[src/sv/lzw_pkg.sv]
package lzw_pkg;

    // Input kinds as they arrive on the item port
    localparam logic [1:0] KIND_PIXEL  = 2'd0;
    localparam logic [1:0] KIND_START  = 2'd1;
    localparam logic [1:0] KIND_FINISH = 2'd2;

    localparam int CODE_W    = 12;
    localparam int KEY_W     = 20;
    localparam int EPOCH_W   = 8;
    localparam int DIV_W     = 25;

    localparam logic [12:0] CLEAR_LIMIT = 13'd4095;
    localparam logic [3:0]  MCS_RESET   = 4'd8;
    localparam logic [3:0]  MCS_MIN     = 4'd2;
    localparam logic [3:0]  MCS_MAX     = 4'd8;
    localparam logic [3:0]  WIDTH_MAX   = 4'd12;

    // Register index of the minimum code size
    localparam logic REG_MCS = 1'b0;

    typedef struct packed {
        logic [1:0] kind;
        logic [7:0] pixel_value;
    } t_in_item;

    typedef struct packed {
        logic [7:0] out_byte;
        logic       last;
        logic       image_end;
    } t_out_item;

    typedef enum logic [1:0] {
        OP_PIXEL,
        OP_START,
        OP_FINISH,
        OP_NOP
    } t_op;

    // One classified command between the front and the back
    typedef struct packed {
        t_op        op;
        logic [7:0] pix;
    } t_cmd;

    typedef enum logic [3:0] {
        S_IDLE,
        S_HASH,
        S_RD,
        S_CHK,
        S_PUT,
        S_EMIT,
        S_FLUSH,
        S_WIPE,
        S_END
    } t_state;

    typedef enum logic [2:0] {
        PH_START_CLR,
        PH_MISS_PREFIX,
        PH_MISS_CLEAR,
        PH_FIN_PREFIX,
        PH_FIN_END
    } t_phase;

endpackage

[src/sv/lzw_ofifo.sv]
module lzw_ofifo (
    input  logic               i_clk,
    input  logic               i_rst_n,
    input  logic               i_push,
    input  lzw_pkg::t_out_item i_data,
    output logic               o_full,
    output logic               o_empty,
    output lzw_pkg::t_out_item o_data,
    input  logic               i_pop
);

    lzw_pkg::t_out_item r_mem [4];
    logic [1:0]         r_wr;
    logic [1:0]         r_rd;
    logic [2:0]         r_count;
    logic               wr_beat;
    logic               rd_beat;

    assign o_full  = (r_count == 3'd4);
    assign o_empty = (r_count == 3'd0);
    assign o_data  = r_mem[r_rd];
    assign wr_beat = i_push && !o_full;
    assign rd_beat = i_pop && !o_empty;

    // Result storage
    always_ff @(posedge i_clk) begin
        if (wr_beat) begin
            r_mem[r_wr] <= i_data;
        end
    end

    always_ff @(posedge i_clk) begin
        if (!i_rst_n) begin
            r_wr    <= 2'd0;
            r_rd    <= 2'd0;
            r_count <= 3'd0;
        end else begin
            if (wr_beat) begin
                r_wr <= r_wr + 2'd1;
            end
            if (rd_beat) begin
                r_rd <= r_rd + 2'd1;
            end
            r_count <= r_count + 3'(wr_beat) - 3'(rd_beat);
        end
    end

endmodule

[config.mk]
export PLATFORM = sky130hd
export DESIGN_NAME = lzw_ofifo
export DESIGN_NICKNAME = d
export VERILOG_FILES = /design/src/sv/lzw_pkg.sv /design/src/sv/lzw_ofifo.sv
export SDC_FILE = /design/constraint.sdc
export NUM_CORES = 1
export LEC_CHECK = 0
export BUFFER_PORTS_ARGS = -buffer_cell sky130_fd_sc_hd__buf_2
export CAP_MARGIN = 20
export CORE_UTILIZATION = 35
export DETAILED_ROUTE_END_ITERATION = 7
export GPL_ROUTABILITY_DRIVEN = 0
export GPL_TIMING_DRIVEN = 1
export PLACE_DENSITY = 0.53
export SLEW_MARGIN = 10
export SYNTH_ARGS = -nofsm -noshare
export SYNTH_HDL_FRONTEND = slang
export SYNTH_SLANG_ARGS = --single-unit
[constraint.sdc]
create_clock -name i_clk -period 3.8 [get_ports i_clk]
set_input_delay 0.76 -clock i_clk [delete_from_list [all_inputs] [get_ports i_clk]]
set_output_delay 0.76 -clock i_clk [all_outputs]
set_load 0.05 [all_outputs]
==> run summary <==
Post-synthesis cell type count: 21
Leakage: 0.783 nW
Reg-to-reg slack, setup: 1.41 ns
Post-synth ARST share: 0%
Met3 wire length: 127 um
Largest net degree at the start of global routing: 15
GRT overflow: 0
Tightest Pin Transition: 0.705 ns
Clock slew at reported path FFs: 0.08 ns
Area Growth Syn to Fin: 15.1%
Worst endpoint data arrival time: 1.90 ns
Clock Tree Buf Depth: 2
Post-Syn Area per Cell: 18.7 um^2
Mapped cell area: 0.00193 mm^2
Worst EP required: 3.04 ns
Highest metal used: met4
Routed metal-1 wire length: 1320 um
CTS tree: built
Die area: 0.00582 mm^2
Tcrit/Tclk final: 70.0%
First-pass GRT wire length: 4800 um
Most frequent cells after synthesis: edfxtp_1, mux4_2, dfxtp_1
# DRC: 0
ANT nets after route: 0
Main flop type after synthesis: edfxtp_1
Worst-Skew Late Latency: 0.30 ns
Number of synthesized flops with an enable pin: 40
First-pass iteration count of the detailed router: 4
Yosys top cell by area: edfxtp_1
Antenna diode count: 0
GRT Util Overall: 11.3%
Setup crit end kind: output pin
CTS H-tree lvls: 2
Initial antenna violation count: 0
Post-Syn Instances: 103
Hold_buf cts: 0
Reg-to-reg startpoint: r_count[2]$_SDFF_PN0_
Hold Vio Cnt, Final: 0
Most common cell in the netlist: edfxtp_1
Setup CP Type: reg -> out
Synth Warn #: 0
Mapped Nets: 124
Crit Path Max Fanout: 10
Seq cells post-synth: 49
Layout cells sized above 1: 32.6%
Sequential share of the synthesized area: 71.5%
Post-CTS setup buffers: 0
Synth top area cells: edfxtp_1, mux4_2, dfxtp_1
Starting Density: 37.1%
Post-CTS sizing: 0
Count of clock tree sinks: 49
Outcome: complete, no violations
Internal power: 1.01 mW
Detailed-route vias per instance: 4.60
VDD IR max: 329 uV
IO Pins: 26
Power share of the clock group: 23.0%
RSZ-0062 raised after global routing: no
Net Sw Frac: 34.1%
Slew margin rel.: 52.9%
Setup TNS: 0 ns
Sequential share of power: 46.3%
Vias in the first global route: 1014
Shortest period the worst path allows: 2.66 ns
Slew Limit Fails: 0
Switching pwr: 0.525 mW
Crit path capture: o_data[7]
Hold Path Class: reg -> reg
FP Rows: 26
Top cell type's share of synthesized area: 62.2%
Routed wl met2: 1480 um
Hold_ws: 0.490 ns
Power per standard cell area: 693 mW/mm^2
PortBufs: 25
Core footprint: 0.00520 mm^2
Fmax: 376 MHz
Die X: 76.3 um
R2R depth: 10
Total CTS buffers: 5
Vias: 929
# Max-Cap Violations: 0
Die Y-Extent: 76.3 um
DR iter-0 viols: 43
Crit start category: flip-flop
Clock Tree Root: clkbuf_8
Final net count: 152
Hpwl dp: 2030 um
Comb pwr share: 30.7%
Final setup viols: 0
Routed length per instance: 14.7 um
FF-to-FF End: r_count[2]$_SDFF_PN0_
Post-Route WL: 2970 um
Clk_skew: 0.00663 ns
## final cells by class
cell class | instances | area [um^2]
inverter | 6 | 22.5
tap | 70 | 87.6
multi-input combinational | 44 | 499
timing repair buffer | 25 | 125
clock inverter | 2 | 33.8
clock buffer | 6 | 72.6
fill | 490 | 2980
sequential | 49 | 1380
## how the worst min path moves through the flow
stage | to | start | cells past startpoint | slack, ns
floorplan | flip-flop | r_rd[1]$_SDFFE_PN0P_ | 2 | 0.46
global placement | r_rd[0]$_SDFFE_PN0P_ | r_rd[0]$_SDFFE_PN0P_ | 2 | 0.47
detailed placement | r_rd[1]$_SDFFE_PN0P_ | r_rd[1]$_SDFFE_PN0P_ | 2 | 0.48
CTS | r_rd[1]$_SDFFE_PN0P_ | r_rd[1]$_SDFFE_PN0P_ | 2 | 0.50
global route | r_rd[1]$_SDFFE_PN0P_ | r_rd[1]$_SDFFE_PN0P_ | 2 | 0.53
finish | r_rd[1]$_SDFFE_PN0P_ | r_rd[1]$_SDFFE_PN0P_ | 2 | 0.49
## cells in the final DEF, fill, tap and decap left out, drive strengths merged
cell	count
nor3b	1
nand4bb	1
nand2	6
nor3	1
buf	25
o21ai	3
clkbuf	6
clkinv	1
edfxtp	40
xnor2	2
ha	6
a21boi	1
dfxtp	9
fa	1
or3	1
mux4	10
and2	7
mux2i	2
nor2b	2
inv	6
bufinv	1
## per-layer routing
layer / global-route usage [%] / vias to the layer above
met1: 13.2 / 466
met4: 4.62 / 0
li1: - / 441
met2: 18.7 / 16
met3: 3.95 / 6
met5: 0 / -
## kinds of logic (layout without fill, tap and decap cells)
kind of cell | count (synthesis) | after routing | synth area share (%)
mux | 12 | 12 | 12.7
xor+xnor | 2 | 2 | 0.907
flops | 49 | 49 | 71.5
compound gates | 4 | 4 | 1.17
fa+ha+maj | 7 | 7 | 4.93
buf+inv | 10 | 39 | 2.59
simple gates | 19 | 19 | 6.16
## power groups by stage
stage	logic (mW)	clock network [mW]	registers (mW)
floorplan	0.420	0	0.689
global placement	0.470	0	0.724
detailed placement	0.481	0	0.730
CTS	0.481	0.365	0.717
global route	0.504	0.381	0.726
finish	0.472	0.354	0.713
## worst max-delay path, stage by stage (launching register included)
cell     delay [ns]
dfxtp_1        0.78
mux4_2         0.59
buf_2          0.23
## sequential cells by signal (all words and copies together), names as in the netlist, named ones only
signal	cells
r_count	3
r_mem	40
r_rd	2
r_wr	2
## through the flow
step / setup slack, ns / area [um^2] / util [%] / total power [mW] / std cells
final: 1.14 / 2220 / 42.7 / 1.54 / 202
after global routing: 0.977 / 2220 / 42.7 / 1.61 / 202
after CTS: 1.05 / 2220 / 42.7 / 1.56 / 202
after detailed placement: 1.05 / 2120 / 40.6 / 1.21 / 194
after global placement: 1.14 / 2120 / 40.6 / 1.19 / 194
after floorplan: 1.17 / 1930 / - / 1.11 / 103
Power figures use the tool's default switching activity.
