**config.mk**
```make
export PLATFORM = sky130hd
export DESIGN_NAME = lzw_front
export DESIGN_NICKNAME = d
export VERILOG_FILES = /design/src/sv/lzw_pkg.sv /design/src/sv/lzw_front.sv
export SDC_FILE = /design/constraint.sdc
export NUM_CORES = 1
export LEC_CHECK = 0
export ABC_CLOCK_PERIOD_IN_PS = 1900
export BUFFER_PORTS_ARGS = -buffer_cell sky130_fd_sc_hd__buf_4
export CAP_MARGIN = 20
export CORE_MARGIN = 5
export CORE_UTILIZATION = 49
export CTS_CLUSTER_DIAMETER = 40
export CTS_CLUSTER_SIZE = 20
export DETAILED_ROUTE_END_ITERATION = 10
export PLACE_DENSITY = 0.76
export SYNTH_ARGS = -nofsm -noshare
export SYNTH_HDL_FRONTEND = slang
export SYNTH_SLANG_ARGS = --single-unit
```
**constraint.sdc**
```tcl
create_clock -name i_clk -period 1.9 [get_ports i_clk]
set_clock_uncertainty 0.05 [all_clocks]
set_input_delay 0.19 -clock i_clk [delete_from_list [all_inputs] [get_ports i_clk]]
set_output_delay 0.19 -clock i_clk [all_outputs]
set_load 0.05 [all_outputs]
```
**src/sv/lzw_pkg.sv**
```systemverilog
package lzw_pkg;

    // Input kinds as they arrive on the item port
    localparam logic [1:0] KIND_PIXEL  = 2'd0;
    localparam logic [1:0] KIND_START  = 2'd1;
    localparam logic [1:0] KIND_FINISH = 2'd2;

    localparam int CODE_W    = 12;
    localparam int KEY_W     = 20;
    localparam int EPOCH_W   = 8;
    localparam int DIV_W     = 25;

    localparam logic [12:0] CLEAR_LIMIT = 13'd4095;
    localparam logic [3:0]  MCS_RESET   = 4'd8;
    localparam logic [3:0]  MCS_MIN     = 4'd2;
    localparam logic [3:0]  MCS_MAX     = 4'd8;
    localparam logic [3:0]  WIDTH_MAX   = 4'd12;

    // Register index of the minimum code size
    localparam logic REG_MCS = 1'b0;

    typedef struct packed {
        logic [1:0] kind;
        logic [7:0] pixel_value;
    } t_in_item;

    typedef struct packed {
        logic [7:0] out_byte;
        logic       last;
        logic       image_end;
    } t_out_item;

    typedef enum logic [1:0] {
        OP_PIXEL,
        OP_START,
        OP_FINISH,
        OP_NOP
    } t_op;

    // One classified command between the front and the back
    typedef struct packed {
        t_op        op;
        logic [7:0] pix;
    } t_cmd;

    typedef enum logic [3:0] {
        S_IDLE,
        S_HASH,
        S_RD,
        S_CHK,
        S_PUT,
        S_EMIT,
        S_FLUSH,
        S_WIPE,
        S_END
    } t_state;

    typedef enum logic [2:0] {
        PH_START_CLR,
        PH_MISS_PREFIX,
        PH_MISS_CLEAR,
        PH_FIN_PREFIX,
        PH_FIN_END
    } t_phase;

endpackage

```
**src/sv/lzw_front.sv**
```systemverilog
module lzw_front (
    input  logic              i_clk,
    input  logic              i_rst_n,
    input  logic              i_push,
    input  lzw_pkg::t_in_item i_item,
    input  logic              i_block,
    output logic              o_full,
    output lzw_pkg::t_cmd     o_cmd,
    output logic              o_cmd_vld,
    input  logic              i_cmd_pop
);

    lzw_pkg::t_cmd r_slot [2];
    logic          r_wr;
    logic          r_rd;
    logic [1:0]    r_count;
    lzw_pkg::t_cmd cls;
    logic          acc_beat;
    logic          pop_beat;

    // Classify the raw kind into an operation
    always_comb begin
        cls.pix = i_item.pixel_value;
        unique case (i_item.kind)
            lzw_pkg::KIND_PIXEL:  cls.op = lzw_pkg::OP_PIXEL;
            lzw_pkg::KIND_START:  cls.op = lzw_pkg::OP_START;
            lzw_pkg::KIND_FINISH: cls.op = lzw_pkg::OP_FINISH;
            default:              cls.op = lzw_pkg::OP_NOP;
        endcase
    end

    assign o_full    = (r_count == 2'd2) || i_block;
    assign acc_beat  = i_push && !o_full;
    assign pop_beat  = i_cmd_pop && (r_count != 2'd0);
    assign o_cmd_vld = (r_count != 2'd0);
    assign o_cmd     = r_slot[r_rd];

    // Two-entry command queue
    always_ff @(posedge i_clk) begin
        if (acc_beat) begin
            r_slot[r_wr] <= cls;
        end
    end

    always_ff @(posedge i_clk) begin
        if (!i_rst_n) begin
            r_wr    <= 1'b0;
            r_rd    <= 1'b0;
            r_count <= 2'd0;
        end else begin
            if (acc_beat) begin
                r_wr <= ~r_wr;
            end
            if (pop_beat) begin
                r_rd <= ~r_rd;
            end
            r_count <= r_count + 2'(acc_beat) - 2'(pop_beat);
        end
    end

endmodule

```
==> flow_summary.ini <==
[finish]
fillCellCount = 154
syn_to_final_growth_pct = 36.5
mostFrequentLayoutCell = buf_4
nets = 116
final_cell_mix = 28 x buf_4, 20 x edfxtp_1, 10 x mux2_2, 10 x dlygate4sd3_1, 5 x dfxtp_1
drive_gt1_share_pct = 45.9
n_antenna_cell = 0
finish.instance_area_mm2 = 0.00133
fin_util_pct = 69.3

[grt]
grt_use_met3_pct = 3.27
busiest_layer = met2
grt_pass1_vias = 565
grt.met2_usage_pct = 21.1
grt_usage_pct = 12.0
antenna_found_initial = 0
use_met1_pct = 12.1
overflow = 0
grt_max_degree = 15
grt_pass1_wl_um = 2420

[die]
core_area_mm2 = 0.00192
initial_utilization_pct = 50.8
dieArea_mm2 = 0.00298
die_h_um = 54.6
rows = 16
io_pins = 27
fp.dieW_um = 54.6

[synth]
ys_seq_area_share_pct = 71.8
synth.net_count = 76
yosysWarningCount = 0
ys_types = 17
synth-seq-cells = 25
syn-mean-instance-area_um2 = 16.5
synthCells = 59
syn_area_um2 = 976

[placement]
gp_congestion = 0.744
port-buffer-count = 26
hpwl_um = 1120
placed_cell_area_mm2 = 0.00120

[sta]
hold_slack_ns = 0.0686
timing.setup.tns_ns = 0
timing.final.crit_share_pct = 92.4
maxSlewHeadroom_pct = 69.9
drv_slew = 0
worst_pin_slew_ns = 0.450
post-route-min-period_ns = 1.76
hold_violations = 0
fmax_ghz = 0.570
setup_viol = 0
rsz0062_at_grt = false

[cts]
clk_path_buf_depth = 2
cts_tree = done
clk_latency_ns = 0.31
cts_setup_buffers = 0
numCtsBuffers = 3
cts-root-buf = clkbuf_4
path_clk_slew_ns = 0.13
h-tree-depth = 1
clkSinkCount = 25

[critical_path]
critPathCapture = o_cmd[3]
crit_chain = mux2_2 > buf_4
critPathMaxStageDelay_ns = 0.62
cp-start-kind = flop
reg2reg_from = r_count[0]
cp-end-kind = output pin
r2r_end = r_count[1]
r2r_slack_ns = 0.19
rr_worst_depth = 8
slowest_stage = dfxtp_1
worstPathMaxFanout = 10
worstSetupPathType = flop to output pin
worstPathRequired_ns = 1.66
worst_ep_arrival_time_ns = 1.52

[route]
routedWlPerCell_um = 12.7
drc = 0
vias_per_cell = 4.55
routed_wl_um = 1580
vias = 569
dr.pass1.iters = 4
dr.first_iter.drc_count = 4
final_antenna_net_count = 0

[power]
p_leak_nw = 0.533
power_density_mw_per_mm2 = 1160
finalPower_mw = 1.55
ir_worst_vdd_mv = 0.832

[worst_hold_path]
min_path_type = primary input to flop

[flow_run]
maxCapViolCount = 0

[outcome]
status = completed
==> power breakdown <==
group	internal, mW	total (mW)	switching [mW]
clock network	0.0786	0.222	0.143
registers	0.656	0.707	0.0510
logic	0.253	0.617	0.364
total	0.988	1.55	0.558
==> synth_stat cells, drive strengths merged <==
library cell	count	share of area, %
buf	1	0.77
mux2i	1	1.0
and2	2	1.3
nor2	2	0.77
nand3b	1	1.2
dfxtp	5	10
inv	2	0.77
o21a	1	0.90
nand2	2	0.77
clkbuf	2	0.77
nor2b	2	1.3
edfxtp	20	62
nand2b	2	1.3
mux2	10	12
or2	1	0.64
xnor2	3	2.7
ha	2	2.6
==> what timing repair did <==
item                      CTS  global route
resized for setup           0             0
hold buffers                2             8
hold endpoints to repair    3            16
==> logic make-up (layout without fill, tap and decap cells) <==
| group | count (synthesis) | count (layout) | synth area share (%) |
|---|---|---|---|
| xor gates and xnor gates | 3 | 3 | 2.69 |
| muxes | 11 | 11 | 12.6 |
| buffers and inverters | 5 | 44 | 2.31 |
| adders and majority gates | 2 | 2 | 2.56 |
| and+or+nand+nor | 12 | 12 | 7.18 |
| AOI/OAI and AO/OA | 1 | 1 | 0.898 |
| DFF | 25 | 25 | 71.8 |
==> per-layer routing <==
layer  routed length, µm  vias to the layer above  share of wire, %
li1                    -                      288                 -
met1                 610                      264                39
met4                  37                        0               2.3
met2                 861                       13                54
met3                  74                        4               4.7
met5                   0                        -                 0
==> worst min-delay path by stage <==
stage / startpoint / end / slack, ns / cells after the start
detailed placement: i_item[9] / r_slot[0][9] / 0.33 / 1
floorplan: i_item[0] / r_slot[0][0] / 0.24 / 0
CTS: i_item[0] / r_slot[0][0] / 0.002 / 1
global placement: i_item[2] / r_slot[0][2] / 0.33 / 1
finish: i_rst_n / r_count[0] / 0.07 / 2
global route: i_rst_n / r_count[0] / 0.07 / 2
==> area by class of cell <==
type                    count  area (µm²)  share of cell area, %
well taps                  27        33.8                   2.54
clock buffers               3        22.5                   1.69
clock inverters             1        5.00                  0.376
inverters                   2        7.51                  0.563
repair buffers             38         310                   23.3
multi-input cells          29         253                   19.0
flip-flops and latches     25         701                   52.6
==> registers in the layout (all words and copies together), names as in the netlist, named ones only <==
name and count:
r_count 2, r_rd 1, r_slot 20, r_wr 1
==> metrics by stage <==
step                setup slack (ns)  std cells
floorplan                      0.281         59
global placement               0.247        111
detailed placement             0.185        111
CTS                            0.106        117
global route                  0.0520        125
finish                         0.145        125
==> critical path: cells and delay by family, from the launching register on <==
family	cells	cell delay, ns
buf+inv	1	0.19
flops	1	0.62
mux	1	0.39
Power figures use the tool's default switching activity.
